===== src/rtl/core/amwv_pkg.sv =====
// Shared constants and types for the accelerometer magnitude window variance block.
package amwv_pkg;

	localparam int WINDOW  = 64;
	localparam int WIN_LG  = $clog2(WINDOW);
	localparam int AXIS_W  = 16;
	localparam int MAG_W   = 16;
	localparam int SQ_W    = 32;
	localparam int VAR_W   = 30;
	localparam int FILL_W  = WIN_LG + 1;
	localparam int SUM_W   = MAG_W + WIN_LG;
	localparam int SQSUM_W = SQ_W + WIN_LG;
	localparam int NUM_W   = 2 * SUM_W;

	typedef logic [WIN_LG-1:0] slot_t;

	typedef enum logic [3:0] {
		S_IDLE,
		S_SQ,
		S_RSTART,
		S_ROOT,
		S_OLD,
		S_NEW,
		S_ADD,
		S_VPROD,
		S_OUT
	} state_t;

endpackage


===== src/rtl/core/amwv_ram.sv =====
// Generic single-port-write, single-port-read RAM with registered read data.
module amwv_ram #(
	parameter int WIDTH = 16,
	parameter int DEPTH = 64
) (
	input  logic                     clk,
	input  logic                     we,
	input  logic [$clog2(DEPTH)-1:0] waddr,
	input  logic [WIDTH-1:0]         wdata,
	input  logic                     re,
	input  logic [$clog2(DEPTH)-1:0] raddr,
	output logic [WIDTH-1:0]         rdata
);

	logic [WIDTH-1:0] mem_q [DEPTH];

	always_ff @(posedge clk) begin
		if (we) begin
			mem_q[waddr] <= wdata;
		end
		if (re) begin
			rdata <= mem_q[raddr];
		end
	end

endmodule


===== src/rtl/core/amwv_isqrt.sv =====
// Iterative floor square root, two result bits per cycle.
module amwv_isqrt (
	input  logic                   clk,
	input  logic                   arst_n,
	input  logic                   start,
	input  logic [amwv_pkg::SQ_W-1:0]  radicand,
	output logic                   done,
	output logic [amwv_pkg::MAG_W-1:0] root
);
	import amwv_pkg::*;

	localparam int REM_W  = MAG_W + 2;
	localparam int STEPS  = MAG_W / 2;
	localparam int CNT_W  = $clog2(STEPS);

	logic                busy_q;
	logic                done_q;
	logic [CNT_W-1:0]    cnt_q;
	logic [SQ_W-1:0]     rad_q;
	logic [REM_W-1:0]    rem_q;
	logic [MAG_W-1:0]    root_q;

	logic [SQ_W-1:0]     rad_n;
	logic [REM_W-1:0]    rem_n;
	logic [MAG_W-1:0]    root_n;
	logic [REM_W+1:0]    shifted;
	logic [REM_W+1:0]    trial;

	always_comb begin
		rad_n  = rad_q;
		rem_n  = rem_q;
		root_n = root_q;
		shifted = '0;
		trial   = '0;
		for (int i = 0; i < 2; i++) begin
			shifted = {rem_n, rad_n[SQ_W-1 -: 2]};
			trial   = {2'b00, root_n, 2'b01};
			if (shifted >= trial) begin
				rem_n  = REM_W'(shifted - trial);
				root_n = {root_n[MAG_W-2:0], 1'b1};
			end else begin
				rem_n  = REM_W'(shifted);
				root_n = {root_n[MAG_W-2:0], 1'b0};
			end
			rad_n = {rad_n[SQ_W-3:0], 2'b00};
		end
	end

	always_ff @(posedge clk or negedge arst_n) begin
		if (!arst_n) begin
			busy_q <= 1'b0;
			done_q <= 1'b0;
			cnt_q  <= '0;
		end else begin
			done_q <= 1'b0;
			if (start) begin
				busy_q <= 1'b1;
				cnt_q  <= '0;
			end else if (busy_q) begin
				cnt_q <= cnt_q + 1'b1;
				if (cnt_q == CNT_W'(STEPS - 1)) begin
					busy_q <= 1'b0;
					done_q <= 1'b1;
				end
			end
		end
	end

	always_ff @(posedge clk) begin
		if (start) begin
			rad_q  <= radicand;
			rem_q  <= '0;
			root_q <= '0;
		end else if (busy_q) begin
			rad_q  <= rad_n;
			rem_q  <= rem_n;
			root_q <= root_n;
		end
	end

	assign done = done_q;
	assign root = root_q;

endmodule


===== src/rtl/core/accel_magnitude_window_variance_core.sv =====
// Top level: accelerometer magnitude and sliding-window variance of the magnitude.
//
// Input channel: in_valid/in_ready carry one word of accel_x, accel_y, accel_z
// (signed, 1/256 g per LSB). Output channel: out_valid/out_ready carry one word
// of magnitude (floor sqrt of x^2+y^2+z^2), variance_valid and variance
// (floored window variance in LSB^2, zero until the window is full).
// Each input word yields exactly one output word.
// One word is processed at a time, in these steps from accept to output valid:
// squaring of the three axes through one shared 16x16 multiplier, a start of
// the square-root unit and its run (eight iterations at two root bits each,
// then done), then ring read-modify-write and the variance product.
// in_ready is high only in the idle cycle, so a new word is taken only after
// the finished one has been loaded into the output register.
// The magnitude ring is a RAM read at accept; the outgoing entry is subtracted
// only once the ring holds WINDOW magnitudes.
// Reset clears the write slot, fill level and running sums; ring contents are
// not cleared, and an entry read from the ring is only used once the ring is full.
// A finished word sits in the output register while the next input word is
// accepted; if the receiver stalls, processing holds at the last stage.
module accel_magnitude_window_variance_core (
	input  logic                          clk,
	input  logic                          arst_n,
	input  logic                          in_valid,
	output logic                          in_ready,
	input  logic signed [amwv_pkg::AXIS_W-1:0] accel_x,
	input  logic signed [amwv_pkg::AXIS_W-1:0] accel_y,
	input  logic signed [amwv_pkg::AXIS_W-1:0] accel_z,
	output logic                          out_valid,
	input  logic                          out_ready,
	output logic [amwv_pkg::MAG_W-1:0]    magnitude,
	output logic                          variance_valid,
	output logic [amwv_pkg::VAR_W-1:0]    variance
);
	import amwv_pkg::*;

	state_t state_q, state_n;

	logic signed [AXIS_W-1:0] ax_q, ay_q, az_q;
	logic [1:0]               axis_q;
	logic [SQ_W-1:0]          acc_q;
	logic [MAG_W-1:0]         mag_q;
	logic [SQ_W-1:0]          prod_q;
	logic [SUM_W-1:0]         sum_q;
	logic [SQSUM_W-1:0]       sqsum_q;
	logic [NUM_W-1:0]         bprod_q;
	slot_t                    slot_q;
	logic [FILL_W-1:0]        fill_q;
	logic                     out_valid_q;
	logic [MAG_W-1:0]         mag_out_q;
	logic                     vvalid_out_q;
	logic [VAR_W-1:0]         var_out_q;

	logic signed [AXIS_W-1:0] axis_sel;
	logic signed [SQ_W-1:0]   axis_sq;
	logic [MAG_W-1:0]         old_mag;
	logic [MAG_W-1:0]         root;
	logic                     full;
	logic [NUM_W-1:0]         a_term;
	logic [NUM_W-1:0]         num;
	logic                     accept;
	logic                     out_load;
	logic                     ram_we;
	logic                     root_start;
	logic                     root_done;

	assign accept = in_valid && in_ready;
	assign full   = (fill_q == FILL_W'(WINDOW));

	always_comb begin
		state_n = state_q;
		unique case (state_q)
			S_IDLE:   if (in_valid) state_n = S_SQ;
			S_SQ:     if (axis_q == 2'd2) state_n = S_RSTART;
			S_RSTART: state_n = S_ROOT;
			S_ROOT:   if (root_done) state_n = S_OLD;
			S_OLD:    state_n = S_NEW;
			S_NEW:    state_n = S_ADD;
			S_ADD:    state_n = S_VPROD;
			S_VPROD:  state_n = S_OUT;
			S_OUT:    if (!out_valid_q || out_ready) state_n = S_IDLE;
			default:  state_n = S_IDLE;
		endcase
	end

	always_comb begin
		in_ready   = 1'b0;
		root_start = 1'b0;
		ram_we     = 1'b0;
		out_load   = 1'b0;
		unique case (state_q)
			S_IDLE:   in_ready = 1'b1;
			S_RSTART: root_start = 1'b1;
			S_ADD:    ram_we = 1'b1;
			S_OUT:    out_load = !out_valid_q || out_ready;
			default:  ;
		endcase
	end

	always_ff @(posedge clk or negedge arst_n) begin
		if (!arst_n) begin
			state_q     <= S_IDLE;
			slot_q      <= '0;
			fill_q      <= '0;
			sum_q       <= '0;
			sqsum_q     <= '0;
			out_valid_q <= 1'b0;
		end else begin
			state_q <= state_n;
			if (state_q == S_OLD) begin
				sum_q <= sum_q - (full ? SUM_W'(old_mag) : '0) + SUM_W'(mag_q);
			end
			if (state_q == S_NEW && full) begin
				sqsum_q <= sqsum_q - SQSUM_W'(prod_q);
			end
			if (state_q == S_ADD) begin
				sqsum_q <= sqsum_q + SQSUM_W'(prod_q);
				slot_q  <= slot_q + 1'b1;
				if (!full) begin
					fill_q <= fill_q + 1'b1;
				end
			end
			if (out_load) begin
				out_valid_q <= 1'b1;
			end else if (out_ready) begin
				out_valid_q <= 1'b0;
			end
		end
	end

	always_comb begin
		case (axis_q)
			2'd0:    axis_sel = ax_q;
			2'd1:    axis_sel = ay_q;
			default: axis_sel = az_q;
		endcase
		axis_sq = axis_sel * axis_sel;
	end

	assign a_term = {sqsum_q, WIN_LG'(0)};
	assign num    = (a_term >= bprod_q) ? (a_term - bprod_q) : '0;

	always_ff @(posedge clk) begin
		if (accept) begin
			ax_q   <= accel_x;
			ay_q   <= accel_y;
			az_q   <= accel_z;
			axis_q <= '0;
			acc_q  <= '0;
		end
		if (state_q == S_SQ) begin
			acc_q  <= acc_q + SQ_W'(unsigned'(axis_sq));
			axis_q <= axis_q + 1'b1;
		end
		if (state_q == S_ROOT && root_done) begin
			mag_q <= root;
		end
		if (state_q == S_OLD) begin
			prod_q <= SQ_W'(old_mag) * SQ_W'(old_mag);
		end
		if (state_q == S_NEW) begin
			prod_q <= SQ_W'(mag_q) * SQ_W'(mag_q);
		end
		if (state_q == S_VPROD) begin
			bprod_q <= NUM_W'(sum_q) * NUM_W'(sum_q);
		end
		if (out_load) begin
			mag_out_q    <= mag_q;
			vvalid_out_q <= full;
			var_out_q    <= full ? num[2*WIN_LG +: VAR_W] : '0;
		end
	end

	amwv_isqrt u_isqrt (
		.clk      (clk),
		.arst_n   (arst_n),
		.start    (root_start),
		.radicand (acc_q),
		.done     (root_done),
		.root     (root)
	);

	amwv_ram #(
		.WIDTH (MAG_W),
		.DEPTH (WINDOW)
	) u_ring (
		.clk   (clk),
		.we    (ram_we),
		.waddr (slot_q),
		.wdata (mag_q),
		.re    (accept),
		.raddr (slot_q),
		.rdata (old_mag)
	);

	assign out_valid      = out_valid_q;
	assign magnitude      = mag_out_q;
	assign variance_valid = vvalid_out_q;
	assign variance       = var_out_q;

endmodule

===== config.mk =====
export PLATFORM = sky130hd
export DESIGN_NAME = accel_magnitude_window_variance_core
export DESIGN_NICKNAME = d
export VERILOG_FILES = /design/src/rtl/core/amwv_pkg.sv /design/src/rtl/core/amwv_ram.sv /design/src/rtl/core/amwv_isqrt.sv /design/src/rtl/core/accel_magnitude_window_variance_core.sv
export SDC_FILE = /design/constraint.sdc
export NUM_CORES = 2
export LEC_CHECK = 0
export BUFFER_PORTS_ARGS = -buffer_cell sky130_fd_sc_hd__buf_2
export CORE_AREA = 2 2 522 317
export DETAILED_ROUTE_END_ITERATION = 12
export DIE_AREA = 0 0 524 319
export PLACE_DENSITY = 0.78
export SETUP_SLACK_MARGIN = 0.5
export SKIP_CTS_REPAIR_TIMING = 1
export SYNTH_ARGS = -nofsm -noshare
export SYNTH_HDL_FRONTEND = slang
export SYNTH_SLANG_ARGS = --single-unit
export TNS_END_PERCENT = 100

===== constraint.sdc =====
create_clock -name clk -period 7.7 [get_ports clk]
set_input_delay 0.385 -clock clk [delete_from_list [all_inputs] [get_ports clk]]
set_output_delay 0.385 -clock clk [all_outputs]
set_load 0.02 [all_outputs]

# ---- Word level (Yosys, flattened, before mapping)
# Memories as Yosys holds them, arrays and structs flattened. A register that Yosys moved wholly into a read port is not among the register bits.
# Index checks and enable logic that the tools add are counted.
dict set report totals {
  register_bits 370
  wordCells 112
  ram_bits 1024
  inputBits 52
  mem_count 1
}
dict set report classes {
  eq_ne 16
  muxes 37
  mul 4
  bitwise_logic 1
  reduce_logical 15
  magnitude_cmp 3
  addsub 12
}
# memory words word_bits rd rd_clocked_by_memory_dff wr line
set mem_list {}
lappend mem_list {u_ring.mem_q 64 16 1 1 1 amwv_ram.sv:15} ;# logic [WIDTH-1:0] mem_q [DEPTH];
# cell n
set op_table {}
lappend op_table {{$mux W32} 6}
lappend op_table {{$mul A16 B16 Y32} 3}
lappend op_table {{$mux W38} 2}
lappend op_table {{$ge A44 B44 Y1} 1}
lappend op_table {{$mul A22 B22 Y44} 1}
lappend op_table {{$sub A42 B42 Y42} 1}
lappend op_table {{$ge A20 B18 Y1} 2}
lappend op_table {{$add A38 B32 Y38} 1}
lappend op_table {{$sub A38 B32 Y38} 1}
lappend op_table {{$mux W18} 2}
lappend op_table {{$pmux W4 S9} 1}
lappend op_table {{$sub A18 B18 Y18} 2}
lappend op_table {{$add A32 B32 Y32} 1}
lappend op_table {{$pmux W16 S2} 1}
lappend op_table {{$add A22 B16 Y22} 1}
lappend op_table {{$sub A22 B16 Y22} 1}
lappend op_table {{$eq A4 B3 Y1 const B} 4}
lappend op_table {{$mux W1} 16}
lappend op_table {{$mux W16} 1}
lappend op_table {{$mux W4} 4}
lappend op_table {{$reduce_bool A2 Y1} 5}
lappend op_table {{$eq A4 B2 Y1 const B} 2}
lappend op_table {{$add A7 B1 Y7 const B} 1}
lappend op_table {{$eq A7 B7 Y1 const B} 1}
lappend op_table {{20 further kinds} 27}

# ---- Logic depth before layout (Yosys ltp)
dict set report depth {
  word_depth 5
  mapped_depth 33
  ltp_nobuf 31
}

# ---- By module
# Synthesis repeated with hierarchy kept, for this count alone.
dict set report unflattened {
  cells_unflattened 7986
  hier_area_um2 98679.6
}
# module area_per_inst_um2 instances cells_per_inst
set modules_own_cells {}
lappend modules_own_cells {accel_magnitude_window_variance_core 53132.2 1 5565}
lappend modules_own_cells {amwv_ram 40202.3 1 1829}
lappend modules_own_cells {amwv_isqrt 5345.1 1 592}

# ---- Worst setup path after synthesis
# Ideal clock, no wire load.
dict set report synth_timing {
  kind {reg-to-reg}
  startpoint {register axis_q[0]}
  endpoint {register acc_q[31], data pin}
  setup_time_ps 266
  n_path_buf 3
  path_stages_with_launch 30
  setup_slack_ps 190
  period_less_slack_ps 7510
  arrival_ps 7244
  cell_sequence {edfxtp_1 ha_1 clkbuf_1 nor2_1 a21o_1 clkbuf_1 inv_1 clkbuf_1 nor2_1 fa_1 fa_1 inv_1 fa_1 inv_1 fa_1 fa_1 inv_1 fa_1 inv_1 ha_1 a21o_1 a21o_1 a21oi_1 a2bb2oi_1 nand3b_1 o21ai_0 a31oi_1 a211oi_1 xnor2_1 nor2_1}
}
dict set report synth_between {
  elab_chain_cells 5
  elab_cells_between_ends 6
  cone_classes {add/sub (1); mul (1); eq/ne (1); mux (2); reduce/logical (1)}
}
# element line
set synth_rtl {}
lappend synth_rtl {{start, declared} accel_magnitude_window_variance_core.sv:39} ;# logic [1:0] axis_q;
lappend synth_rtl {{start signal, assigned} accel_magnitude_window_variance_core.sv:152} ;# axis_q <= axis_q + 1'b1;
lappend synth_rtl {{$eq A2 B1 Y1 or $logic_not A2 Y1 (tied branches)} accel_magnitude_window_variance_core.sv:131} ;# case (axis_q)
lappend synth_rtl {{$pmux W16 S2 (*)} accel_magnitude_window_variance_core.sv:131}
lappend synth_rtl {{$mul A16 B16 Y32 (*)} accel_magnitude_window_variance_core.sv:136} ;# axis_sq = axis_sel * axis_sel;
lappend synth_rtl {{$add A32 B32 Y32 (*)} accel_magnitude_window_variance_core.sv:151} ;# acc_q <= acc_q + SQ_W'(unsigned'(axis_sq));
lappend synth_rtl {{$mux W32 (*)} accel_magnitude_window_variance_core.sv:150} ;# if (state_q == S_SQ) begin
lappend synth_rtl {{end signal, assigned} accel_magnitude_window_variance_core.sv:151}
lappend synth_rtl {{end, declared} accel_magnitude_window_variance_core.sv:40} ;# logic [SQ_W-1:0] acc_q;
# Mark *: on every way between the ends. The rest lies on a longest branch, timed or not.
# A chain may end at the register's enable or synchronous reset.

# ---- Final worst setup path
dict set report layout_timing {
  startpoint {register sum_q[11]}
  endpoint {register bprod_q[37], data pin}
}
dict set report layout_between {
  elab_chain_cells 1
}
# element line
set layout_rtl {}
lappend layout_rtl {{start, declared} accel_magnitude_window_variance_core.sv:43} ;# logic [SUM_W-1:0] sum_q;
lappend layout_rtl {{start signal, assigned} accel_magnitude_window_variance_core.sv:110} ;# sum_q <= sum_q - (full ? SUM_W'(old_mag) : '0) + SUM_W'(mag_q);
lappend layout_rtl {{$mul A22 B22 Y44} accel_magnitude_window_variance_core.sv:164} ;# bprod_q <= NUM_W'(sum_q) * NUM_W'(sum_q);
lappend layout_rtl {{end signal, assigned} accel_magnitude_window_variance_core.sv:164}
lappend layout_rtl {{end, declared} accel_magnitude_window_variance_core.sv:45} ;# logic [NUM_W-1:0] bprod_q;
# No other way between the ends.

==> summary.txt <==
Max-slew violation count - 0
Final net count - 10200
Failing checks - max-capacitance violations
Vias/cell - 6.17
Number of max-cap violations - 2
Post-synth top flop - edfxtp_1
Post-layout min period - 7.23 ns
Die span in y - 319 um
Area grow syn2layout - 12.3%
Setup Crit Path Kind - flop to flop
Tightest Pin Transition - 1.46 ns
Register area share after synthesis - 43.6%
RSZ-0062 raised after global routing - true
CTS max path bufs - 3
CP Max Fanout - 3
Cell taking the most area after synthesis - edfxtp_1
Netlist Area Pre-Place - 95300 um2
Core Area - 162000 um2
First-pass GRT wire length - 407 mm
Post-synth net total - 9741
Detailed-route via count - 66600
Number of flops mapped to enable cells by yosys - 1291
Post-Synthesis Cells - 8121
Leading cell type in the layout, fill and taps excluded - inv_1
HPWL after DPL - 196 mm
Die footprint - 167000 um2
Max_slew headroom - 1.97%
Clk sinks - 1408
GRT Residual Overflow - 0
Clock latency on the worst-skew pair - 0.82 ns
Outcome - finished with violations
Largest net degree at the start of global routing - 98
Crit path required time - 8.24 ns
Share of layout cells above drive strength 1 - 11.6%
Worst r2r path cells - 26
Worst r2r src - sum_q[11]$_DFFE_PN0N_
Post-synth top area share - 40.7%
Crit path DAT - 7.78 ns
DRC viols - 0
Fin Setup TNS - 0 ns
Routed Antenna Nets - 0
1st-iter DRT viols - 8813
Ys async rst share - 5.89%
Vias in the first global route - 66000
Worst r2r dst - bprod_q[37]$_DFFE_PP_
Final period util - 94.0%
#FFs+latches synth - 1408
Final hold vios - 0
Io pins - 101
Top post-synthesis cells by area - edfxtp_1 (41%), fa_1 (20%), ha_1 (8.1%)
Number of I/O port buffers - 100
Yosys warns - 0
First drt pass iteration count - 8
Worst-path clk slew - 0.07 ns
GPL Wtd Cong - 1.03
Most frequent cells in the layout - inv_1 (1394), edfxtp_1 (1291), fa_1 (939), ha_1 (594), nand2_1 (592)
Core Rows - 115
GRT Overall Usage - 32.6%
Avg Cell Area, Syn - 11.7 um2
H-Tree Depth - 4
Achievable Freq - 0.138 GHz
DIE WIDTH - 524 um
Crit path launch type - flop
Clk root buf - clkbuf_16
Unique masters post-synth - 94
Worst min-delay path category - input pin to async pin
CP Capture Type - flop
Initial antenna violation count - 9
Initial Utilization - 58.7%
CTS tree - built
TritonCTS buffer count - 133
CP startpoint - sum_q[11]$_DFFE_PN0N_
Final wirelength - 274 mm
Worst Setup EP - bprod_q[37]$_DFFE_PP_
Final setup fails - 0
Reg-to-reg slack, setup - 0.47 ns
Clk_skew - 0.0643 ns
WL/cell - 25.4 um
==> cell families after synthesis <==
logic type	after synthesis	synth area share, %
xor+xnor	285	2.62
simple gates	1587	7.42
fa+ha+maj	1568	28.1
buf+inv	1740	6.86
mux	41	0.439
flops	1408	43.6
compound gates	1492	11.0
==> synth_stat cells (102+ instances only) <==
master    number
a21o_1       120
a21oi_1      271
a221oi_1     111
a22o_1       123
a22oi_1      308
a31oi_1      127
clkbuf_1     249
edfxtp_1    1291
fa_1         954
ha_1         614
inv_1       1419
nand2_1      605
nor2_1       499
o21ai_0      176
xnor2_1      183
xor2_1       102
==> through the flow <==
stage	cells	hold WS (ns)	utilization, %	instance area (um2)	setup slack, ns
after floorplan	8121	0.0894	-	95300	0.507
after global placement	10400	0.459	61.6	100000	0.202
after detailed placement	10400	0.471	61.6	100000	0.0834
after CTS	10700	-0.377	64.4	105000	0.0220
after global routing	10800	0.209	65.9	107000	0.276
final	10800	0.161	65.9	107000	0.466
==> cell type report <==
class                      instances  area [um2]
antenna                            2        5.00
clock buffer                     168        3570
multi-input combinational       4973       48300
timing repair buffer             567        4550
tap                             2164        2710
sequential                      1408       41500
clock inverter                    73         905
fill                           11500       55400
inverter                        1446        5490
timing repair inverter             1        5.00
==> routing by layer <==
metal	track usage (%)	part of all wire (%)	wire length, um
met3	13.3	16	44200
met4	6.59	2.0	5600
met5	0	0.020	55
met2	43.0	40	110000
met1	50.2	42	114000
==> worst max-delay path, cell delays in order (launching register included) <==
cell and delay [ns]:
dfrtp_2 0.46, buf_12 0.16, nand2_2 0.08, fa_1 0.45, fa_1 0.52, inv_1 0.05
fa_1 0.46, fa_1 0.49, inv_1 0.05, fa_1 0.53, inv_1 0.05, fa_1 0.49
fa_1 0.58, ha_4 0.22, and3_4 0.18, a221o_1 0.35, a31oi_1 0.21, buf_4 0.19
nor4_4 0.06, buf_4 0.14, o21ai_4 0.14, a31oi_1 0.11, buf_4 0.17, a41oi_4 0.28
a31oi_4 0.14, xor2_4 0.22, buf_6 0.15
==> registers in the layout, summed over array words and instances, names as in the netlist, 18 cells and up <==
register       cells
u_ring.mem_q    1024
bprod_q           43
sqsum_q           38
acc_q             32
u_isqrt.rad_q     32
prod_q            31
variance          30
sum_q             22
u_isqrt.rem_q     18
==> worst min-delay path by stage <==
stage	endpoint	slack (ns)	depth (start not counted)
after global placement	fill_q[6]$_DFFE_PN0P_	0.46	1
after CTS	slot_q[4]$_DFFE_PN0P_	-0.38	1
after floorplan	fill_q[0]$_DFFE_PN0P_	0.09	0
after global routing	slot_q[4]$_DFFE_PN0P_	0.21	2
final	slot_q[4]$_DFFE_PN0P_	0.16	2
after detailed placement	sqsum_q[37]$_DFFE_PN0P_	0.47	1
Power is not shown: default switching activity piles up to over one toggle a cycle in this logic, so the estimate is an artifact.
